## src/design/jrbs_pkg.sv

```systemverilog
// shared types and constants for the job retry backoff scheduler
package jrbs_pkg;

    localparam int OP_ID_BITS_DEF = 16;
    localparam int MAX_SHIFT_DEF  = 4;

    localparam int CFG_IDX_W = 2;
    localparam int CFG_W     = 32;

    localparam logic [CFG_IDX_W-1:0] CFG_JOB_TIMEOUT  = 2'd0;
    localparam logic [CFG_IDX_W-1:0] CFG_BASE_BACKOFF = 2'd1;
    localparam logic [CFG_IDX_W-1:0] CFG_MAX_BACKOFF  = 2'd2;
    localparam logic [CFG_IDX_W-1:0] CFG_FETCH_PERIOD = 2'd3;

    localparam logic [31:0] JOB_TIMEOUT_RST  = 32'd10000;
    localparam logic [31:0] BASE_BACKOFF_RST = 32'd5000;
    localparam logic [31:0] MAX_BACKOFF_RST  = 32'd300000;
    localparam logic [31:0] FETCH_PERIOD_RST = 32'd600000;

    localparam logic [1:0] CMD_POLL         = 2'd0;
    localparam logic [1:0] CMD_POLL_OUTCOME = 2'd1;
    localparam logic [1:0] CMD_SET_LOCATION = 2'd2;

    localparam logic [1:0] JOB_NONE   = 2'd0;
    localparam logic [1:0] JOB_LOCATE = 2'd1;
    localparam logic [1:0] JOB_FETCH  = 2'd2;

    localparam logic [1:0] ERR_NONE    = 2'd0;
    localparam logic [1:0] ERR_TIMEOUT = 2'd1;
    localparam logic [1:0] ERR_FAILED  = 2'd2;

    localparam logic KIND_LOCATE = 1'b0;

    typedef struct packed {
        logic [1:0]  command;
        logic [31:0] now_ms;
        logic        outcome_ok;
        logic        outcome_kind;
        logic [15:0] outcome_op_id;
        logic [31:0] outcome_latency_ms;
        logic        location_present;
    } t_sched_in;

    typedef struct packed {
        logic [2:0]  net_state;
        logic [1:0]  issue_job;
        logic [15:0] issued_op_id;
        logic [1:0]  error_class;
        logic [15:0] failure_count;
        logic [31:0] current_backoff_ms;
        logic        remote_online;
        logic        location_known;
        logic        data_valid;
        logic [31:0] last_latency_ms;
    } t_sched_out;

endpackage

```

## src/design/job_retry_backoff_scheduler_unit.sv

```systemverilog
// job retry backoff scheduler: one registered pass per item
// an item passes through the input register, then the result register
// throughput: one item per cycle unless the output stalls; the scheduler state updates in the
// same cycle as the result register loads, so each item sees the state left by the one before
// reset (synchronous, active low) clears the scheduler state and loads the default timing values
module job_retry_backoff_scheduler_unit #(
    parameter int OP_ID_BITS = jrbs_pkg::OP_ID_BITS_DEF,
    parameter int MAX_SHIFT  = jrbs_pkg::MAX_SHIFT_DEF
) (
    input  logic                           i_clk,
    input  logic                           i_rst_n,
    input  logic                           i_in_valid,
    output logic                           o_in_ready,
    input  jrbs_pkg::t_sched_in            i_in,
    output logic                           o_out_valid,
    input  logic                           i_out_ready,
    output jrbs_pkg::t_sched_out           o_out,
    input  logic                           i_cfg_we,
    input  logic [jrbs_pkg::CFG_IDX_W-1:0] i_cfg_index,
    input  logic [jrbs_pkg::CFG_W-1:0]     i_cfg_wdata
);

    localparam int CMP_W  = (OP_ID_BITS > 16) ? OP_ID_BITS : 16;
    localparam int SH_W   = $clog2(MAX_SHIFT + 2);
    localparam int WIDE_W = 32 + MAX_SHIFT;

    typedef enum logic [2:0] {
        MODE_IDLE     = 3'd0,
        MODE_BACKOFF  = 3'd1,
        MODE_INTERVAL = 3'd2,
        MODE_LOCATING = 3'd3,
        MODE_FETCHING = 3'd4
    } t_mode;

    // configuration
    logic [31:0] r_job_timeout, r_base_backoff, r_max_backoff, r_fetch_period;

    // pipeline
    logic                 r_in_valid, r_out_valid;
    jrbs_pkg::t_sched_in  r_in;
    jrbs_pkg::t_sched_out r_out, n_out;
    logic                 stage_go;

    // scheduler state
    t_mode                 r_mode, n_mode;
    logic                  r_in_flight, n_in_flight;
    logic [31:0]           r_flight_start, n_flight_start;
    logic [OP_ID_BITS-1:0] r_active_id, n_active_id;
    logic [OP_ID_BITS-1:0] r_next_id, n_next_id;
    logic [15:0]           r_failures, n_failures;
    logic [31:0]           r_backoff, n_backoff;
    logic [31:0]           r_next_attempt, n_next_attempt;
    logic [31:0]           r_last_fetch, n_last_fetch;
    logic                  r_need_locate, n_need_locate;
    logic                  r_have_location, n_have_location;
    logic                  r_location_set, n_location_set;
    logic                  r_online, n_online;
    logic                  r_data_valid, n_data_valid;
    logic [31:0]           r_latency, n_latency;

    // failure path values, from the count before this item
    logic [15:0]       fail_count;
    logic [SH_W-1:0]   fail_shift;
    logic [WIDE_W-1:0] fail_wide;
    logic [31:0]       fail_backoff;

    logic        accepted;
    logic        timed_out;
    logic [1:0]  issue;
    logic [1:0]  err;
    logic [31:0] now;

    assign stage_go    = r_in_valid && (!r_out_valid || i_out_ready);
    assign o_in_ready  = !r_in_valid || stage_go;
    assign o_out_valid = r_out_valid;
    assign o_out       = r_out;
    assign now         = r_in.now_ms;

    always_comb begin
        fail_count = (r_failures == 16'hFFFF) ? r_failures : r_failures + 16'd1;
        // shift is min(MAX_SHIFT, failures - 1) with failures already bumped
        if (r_failures >= 16'(MAX_SHIFT)) begin
            fail_shift = SH_W'(MAX_SHIFT);
        end else begin
            fail_shift = r_failures[SH_W-1:0];
        end
        fail_wide = WIDE_W'(r_base_backoff) << fail_shift;
        if (fail_wide > WIDE_W'(r_max_backoff)) begin
            fail_backoff = r_max_backoff;
        end else begin
            fail_backoff = fail_wide[31:0];
        end
    end

    always_comb begin
        n_mode          = r_mode;
        n_in_flight     = r_in_flight;
        n_flight_start  = r_flight_start;
        n_active_id     = r_active_id;
        n_next_id       = r_next_id;
        n_failures      = r_failures;
        n_backoff       = r_backoff;
        n_next_attempt  = r_next_attempt;
        n_last_fetch    = r_last_fetch;
        n_need_locate   = r_need_locate;
        n_have_location = r_have_location;
        n_location_set  = r_location_set;
        n_online        = r_online;
        n_data_valid    = r_data_valid;
        n_latency       = r_latency;
        issue           = jrbs_pkg::JOB_NONE;
        err             = jrbs_pkg::ERR_NONE;
        accepted        = 1'b0;
        timed_out       = 1'b0;

        if (r_in.command == jrbs_pkg::CMD_SET_LOCATION) begin
            n_location_set = r_in.location_present;
            n_need_locate  = r_in.location_present;
            if (r_in.location_present) begin
                n_have_location = 1'b0;
                n_next_attempt  = '0;
                n_failures      = '0;
                n_backoff       = '0;
            end
        end else begin
            accepted = (r_in.command == jrbs_pkg::CMD_POLL_OUTCOME) && r_in_flight &&
                       (CMP_W'(r_in.outcome_op_id) == CMP_W'(r_active_id));
            timed_out = !accepted && r_in_flight &&
                        ((now - r_flight_start) > r_job_timeout);
            if (accepted) begin
                n_in_flight = 1'b0;
                n_latency   = r_in.outcome_latency_ms;
                if (!r_in.outcome_ok) begin
                    n_online       = 1'b0;
                    n_failures     = fail_count;
                    n_backoff      = fail_backoff;
                    n_next_attempt = now + fail_backoff;
                    n_mode         = MODE_BACKOFF;
                    err            = jrbs_pkg::ERR_FAILED;
                end else begin
                    n_failures = '0;
                    n_backoff  = '0;
                    n_mode     = MODE_IDLE;
                    if (r_in.outcome_kind == jrbs_pkg::KIND_LOCATE) begin
                        n_need_locate   = 1'b0;
                        n_have_location = 1'b1;
                        n_last_fetch    = '0;
                        n_next_attempt  = now;
                    end else begin
                        n_data_valid   = 1'b1;
                        n_online       = 1'b1;
                        n_last_fetch   = now;
                        n_next_attempt = now + r_fetch_period;
                    end
                end
            end else if (timed_out) begin
                n_failures     = fail_count;
                n_backoff      = fail_backoff;
                n_next_attempt = now + fail_backoff;
                n_mode         = MODE_BACKOFF;
                err            = jrbs_pkg::ERR_TIMEOUT;
                n_in_flight    = 1'b0;
                n_active_id    = '0;
            end

            if (!n_in_flight) begin
                if (n_next_attempt != '0 && now < n_next_attempt) begin
                    n_mode = (n_failures != '0 || n_backoff != '0) ? MODE_BACKOFF
                                                                   : MODE_INTERVAL;
                end else if (n_need_locate && n_location_set) begin
                    issue          = jrbs_pkg::JOB_LOCATE;
                    n_active_id    = r_next_id;
                    n_next_id      = r_next_id + OP_ID_BITS'(1);
                    n_in_flight    = 1'b1;
                    n_flight_start = now;
                    n_mode         = MODE_LOCATING;
                end else if (n_have_location && (n_last_fetch == '0 ||
                             (now - n_last_fetch) >= r_fetch_period)) begin
                    issue          = jrbs_pkg::JOB_FETCH;
                    n_active_id    = r_next_id;
                    n_next_id      = r_next_id + OP_ID_BITS'(1);
                    n_in_flight    = 1'b1;
                    n_flight_start = now;
                    n_mode         = MODE_FETCHING;
                end else begin
                    n_mode = MODE_IDLE;
                end
            end
        end

        n_out.net_state          = 3'(n_mode);
        n_out.issue_job          = issue;
        n_out.issued_op_id       = n_in_flight ? 16'(n_active_id) : '0;
        n_out.error_class        = err;
        n_out.failure_count      = n_failures;
        n_out.current_backoff_ms = n_backoff;
        n_out.remote_online      = n_online;
        n_out.location_known     = n_have_location;
        n_out.data_valid         = n_data_valid;
        n_out.last_latency_ms    = n_latency;
    end

    always_ff @(posedge i_clk) begin
        if (!i_rst_n) begin
            r_in_valid      <= 1'b0;
            r_out_valid     <= 1'b0;
            r_job_timeout   <= jrbs_pkg::JOB_TIMEOUT_RST;
            r_base_backoff  <= jrbs_pkg::BASE_BACKOFF_RST;
            r_max_backoff   <= jrbs_pkg::MAX_BACKOFF_RST;
            r_fetch_period  <= jrbs_pkg::FETCH_PERIOD_RST;
            r_mode          <= MODE_IDLE;
            r_in_flight     <= 1'b0;
            r_flight_start  <= '0;
            r_active_id     <= '0;
            r_next_id       <= OP_ID_BITS'(1);
            r_failures      <= '0;
            r_backoff       <= '0;
            r_next_attempt  <= '0;
            r_last_fetch    <= '0;
            r_need_locate   <= 1'b0;
            r_have_location <= 1'b0;
            r_location_set  <= 1'b0;
            r_online        <= 1'b0;
            r_data_valid    <= 1'b0;
            r_latency       <= '0;
        end else begin
            if (i_cfg_we) begin
                case (i_cfg_index)
                    jrbs_pkg::CFG_JOB_TIMEOUT:  r_job_timeout  <= i_cfg_wdata;
                    jrbs_pkg::CFG_BASE_BACKOFF: r_base_backoff <= i_cfg_wdata;
                    jrbs_pkg::CFG_MAX_BACKOFF:  r_max_backoff  <= i_cfg_wdata;
                    jrbs_pkg::CFG_FETCH_PERIOD: r_fetch_period <= i_cfg_wdata;
                    default: ;
                endcase
            end

            if (o_in_ready) begin
                r_in_valid <= i_in_valid;
                if (i_in_valid) begin
                    r_in <= i_in;
                end
            end

            if (stage_go) begin
                r_out_valid     <= 1'b1;
                r_out           <= n_out;
                r_mode          <= n_mode;
                r_in_flight     <= n_in_flight;
                r_flight_start  <= n_flight_start;
                r_active_id     <= n_active_id;
                r_next_id       <= n_next_id;
                r_failures      <= n_failures;
                r_backoff       <= n_backoff;
                r_next_attempt  <= n_next_attempt;
                r_last_fetch    <= n_last_fetch;
                r_need_locate   <= n_need_locate;
                r_have_location <= n_have_location;
                r_location_set  <= n_location_set;
                r_online        <= n_online;
                r_data_valid    <= n_data_valid;
                r_latency       <= n_latency;
            end else if (i_out_ready) begin
                r_out_valid <= 1'b0;
            end
        end
    end

endmodule
```

## config.mk

```make
export PLATFORM = sky130hd
export DESIGN_NAME = job_retry_backoff_scheduler_unit
export DESIGN_NICKNAME = d
export VERILOG_FILES = /design/src/design/jrbs_pkg.sv /design/src/design/job_retry_backoff_scheduler_unit.sv
export SDC_FILE = /design/constraint.sdc
export NUM_CORES = 2
export LEC_CHECK = 0
export ABC_CLOCK_PERIOD_IN_PS = 15750
export BUFFER_PORTS_ARGS = -buffer_cell sky130_fd_sc_hd__buf_2
export CORE_ASPECT_RATIO = 1.75
export CORE_MARGIN = 4
export CORE_UTILIZATION = 40
export DETAILED_ROUTE_END_ITERATION = 10
export SYNTH_ARGS = -nofsm -noshare
export SYNTH_HDL_FRONTEND = slang
export SYNTH_SLANG_ARGS = --single-unit
```

## constraint.sdc

```tcl
create_clock -name i_clk -period 15.75 [get_ports i_clk]
set_clock_uncertainty 0.05 [all_clocks]
set_input_delay 1.575 -clock i_clk [delete_from_list [all_inputs] [get_ports i_clk]]
set_output_delay 1.575 -clock i_clk [all_outputs]
set_load 0.05 [all_outputs]
```

==> results.yml <==
outcome:
  outcome: "complete, no violations"
hold_path:
  hold_depth: 2
  hold_path.startpoint: "r_max_backoff[4]"
  hold_class: "flip-flop to flip-flop"
  hold_end: "r_max_backoff[4]"
sta:
  tightest_slew_ns: 1.340
  period_minus_slack_ns: 12.10
  tns_ns: 0
  max_freq_mhz: 82.61
  slew_viol_final: 0
  post-route-period-util_pct: 76.85
  finalSetupViolCount: 0
  slew-limit-headroom_pct: 10.05
  finalHoldViolations: 0
  rsz0062_at_grt: "false"
setup_path:
  rrSetupSlack_ns: 3.65
  cp_common_cell: "mux2i_1"
  cp_max_fo: 65
  slowest_stage: "nand3_2"
  slowest_delay_ns: 0.81
  r2r-start: "r_failures[3]"
  cp.arrival_ns: 12.58
  rr_endpoint: "r_next_id[6]"
  crit_type: "flip-flop to flip-flop"
  cp.required_ns: 16.23
  setup.worst_path.end_class: "flip-flop"
  r2r_cells: 38
  start_kind: "flip-flop"
synth:
  synth.area.top_cells: "dfxtp_1 21%, edfxtp_1 17%, ha_1 9.7%"
  synth_flop_cell: "dfxtp_1"
  syn_inst: 3919
  synth_area_leader_cell: "dfxtp_1"
  synth-seq-cells: 538
  synth_most_common_cell: "nand2_1"
  ys_warn_count: 0
  syn-num-nets: 4301
  syn_area_um2: 32830
  ys_seq_area_share_pct: 38.64
  synth_cell_types: 93
  async_reset_ff_share_pct: 0
  synth_edf_count: 191
  synth_common_cells: "618 x nand2_1, 410 x a21oi_1, 347 x dfxtp_1"
  syn-mean-instance-area_um2: 8.376
  synth_top_cell_area_share_pct: 21.16
global_routing:
  grt_usage_pct: 26.83
  antenna_found_initial: 4
  grt_max_degree: 140
  overflow: 0
  first_global_vias: 29030
  grt_pass1_wl_um: 180100
clock_network:
  cts.clk_slew.worst_paths_ns: 0.07
  postCtsHoldBufs: 0
  htreeDepth: 2
  worstSkewPairLatency_ns: 0.65
  root_buffer: "clkbuf_16"
  cts_setup_buffers: 0
  cts.sinks: 538
  clk_path_buf_depth: 3
  cts_buffers: 54
  cts_tree: "done"
  cts_resized: 0
drt:
  drt-initial-drc-count: 2150
  wl_um: 121300
  dr.pass1.iters: 6
  drtAntennaViolNets: 0
  drc: 0
  vias: 29920
  avgViaCountPerCell: 5.812
  wl_per_cell_um: 23.56
place:
  numPlacedInstances: 5045
  placed_area_um2: 35040
  place.detailed.hpwl_um: 89030
  place_congestion: 1.005
  numPortBuffers: 231
pwr:
  peakVddDrop_mv: 0.08524
  cellPowerDensity_nw_per_um2: 101.2
  leakagePower_nw: 15.03
finish:
  nNetsFinal: 4433
  fin_cells: 5148
  largest_reg_flops: 106
  fin_util_pct: 45.49
  drive_above_1_share_pct: 10.98
  syn2layout_area_growth_pct: 12.47
  final_area_um2: 36920
floorplan:
  start_util_pct: 40.45
  die_area_um2: 86890
  core_area_um2: 81150
  io_pins: 232
  die_w_um: 224.6
  num_rows: 138
  die_y_um: 387.0
flow_run:
  cap_viol_max_count: 0
-- through the flow --
stage	power, mW	worst slack (ns)	hold slack [ns]
after floorplan	2.095	5.623	0.3780
after global placement	2.378	4.124	0.3943
after detailed placement	2.381	3.924	0.3984
after CTS	3.758	3.864	0.4080
after global routing	3.891	2.970	0.4298
final	3.738	3.645	0.4061
-- kinds of logic (layout without fill, tap and decap cells) --
| kind of cell | Yosys count | in the layout | share of synthesized area (%) |
|---|---|---|---|
| flip-flops | 538 | 538 | 38.64 |
| other | 0 | 1 | 0 |
| multiplexers | 127 | 127 | 4.010 |
| AO/OA/AOI/OAI | 1007 | 1007 | 19.05 |
| XOR/XNOR | 122 | 122 | 3.255 |
| adder cells (fa/ha/maj) | 258 | 258 | 9.926 |
| buffers and inverters | 421 | 599 | 4.902 |
| AND/OR/NAND/NOR | 1446 | 1446 | 20.22 |
-- how the worst max path moves through the flow --
stage	startpoint	endpoint	slack, ns	depth (start not counted)
after floorplan	r_failures[4]	r_next_id[10]	5.62	44
after global placement	r_failures[3]	r_next_id[6]	4.12	38
after detailed placement	r_failures[3]	r_next_id[6]	3.92	36
after CTS	r_failures[3]	r_next_id[6]	3.86	38
after global routing	r_failures[4]	r_flight_start[2]	2.97	41
final	r_failures[3]	r_next_id[6]	3.65	38
-- cells in the final DEF, fill, tap and decap left out, types with 12 or more instances in the layout --
| master | count |
|---|---|
| a21o_1 | 68 |
| o22ai_1 | 19 |
| and2_1 | 27 |
| o211ai_1 | 39 |
| nand4_1 | 73 |
| and3_1 | 63 |
| o31ai_1 | 20 |
| or4_1 | 17 |
| o21ai_1 | 12 |
| o21a_1 | 27 |
| a31oi_1 | 24 |
| buf_2 | 231 |
| xor2_1 | 41 |
| inv_1 | 198 |
| buf_4 | 64 |
| nand3b_1 | 16 |
| nor4_1 | 42 |
| nor2b_1 | 25 |
| xnor2_1 | 81 |
| nand3_1 | 118 |
| edfxtp_1 | 191 |
| o21ai_0 | 163 |
| nor2_1 | 289 |
| mux2i_1 | 109 |
| dfxtp_1 | 347 |
| a21oi_1 | 410 |
| clkbuf_16 | 54 |
| nor3_1 | 78 |
| a211oi_1 | 52 |
| nand2b_1 | 23 |
| nand2_1 | 616 |
| a22o_1 | 53 |
| ha_1 | 254 |
| mux2_2 | 15 |
| o21bai_1 | 14 |
-- power breakdown --
part,switching (mW),internal [mW]
Combinational,0.555,0.285
Sequential,0.0391,1.48
Clock,0.608,0.767
-- cell type report --
| type | instances | area, µm² |
|---|---|---|
| clock inverter | 37 | 421.7 |
| fill | 8130 | 44230 |
| antenna | 1 | 2.502 |
| clock buffer | 65 | 1453 |
| timing repair buffer | 296 | 1657 |
| multi-input combinational | 2960 | 18630 |
| tap | 1050 | 1314 |
| inverter | 201 | 762.0 |
| sequential | 538 | 12680 |
-- worst max-delay path, delay by kind of cell, from the launching register on --
family | cells | cell delay (ns)
AND/OR/NAND/NOR | 11 | 4.28
AO/OA/AOI/OAI | 15 | 3.69
multiplexers | 5 | 1.55
adder cells (fa/ha/maj) | 4 | 1.27
buffers and inverters | 2 | 0.54
flip-flops | 1 | 0.39
XOR/XNOR | 1 | 0.19
-- per-layer routing --
layer | track usage, % | share of wire (%) | vias up
li1 | - | - | 14350
met1 | 29.17 | 36 | 14290
met2 | 47.00 | 49 | 936
met3 | 3.427 | 4.7 | 347
met4 | 20.34 | 9.4 | 2
met5 | 0 | 0.0082 | -
Note: power is estimated with default switching activity, not from simulation.
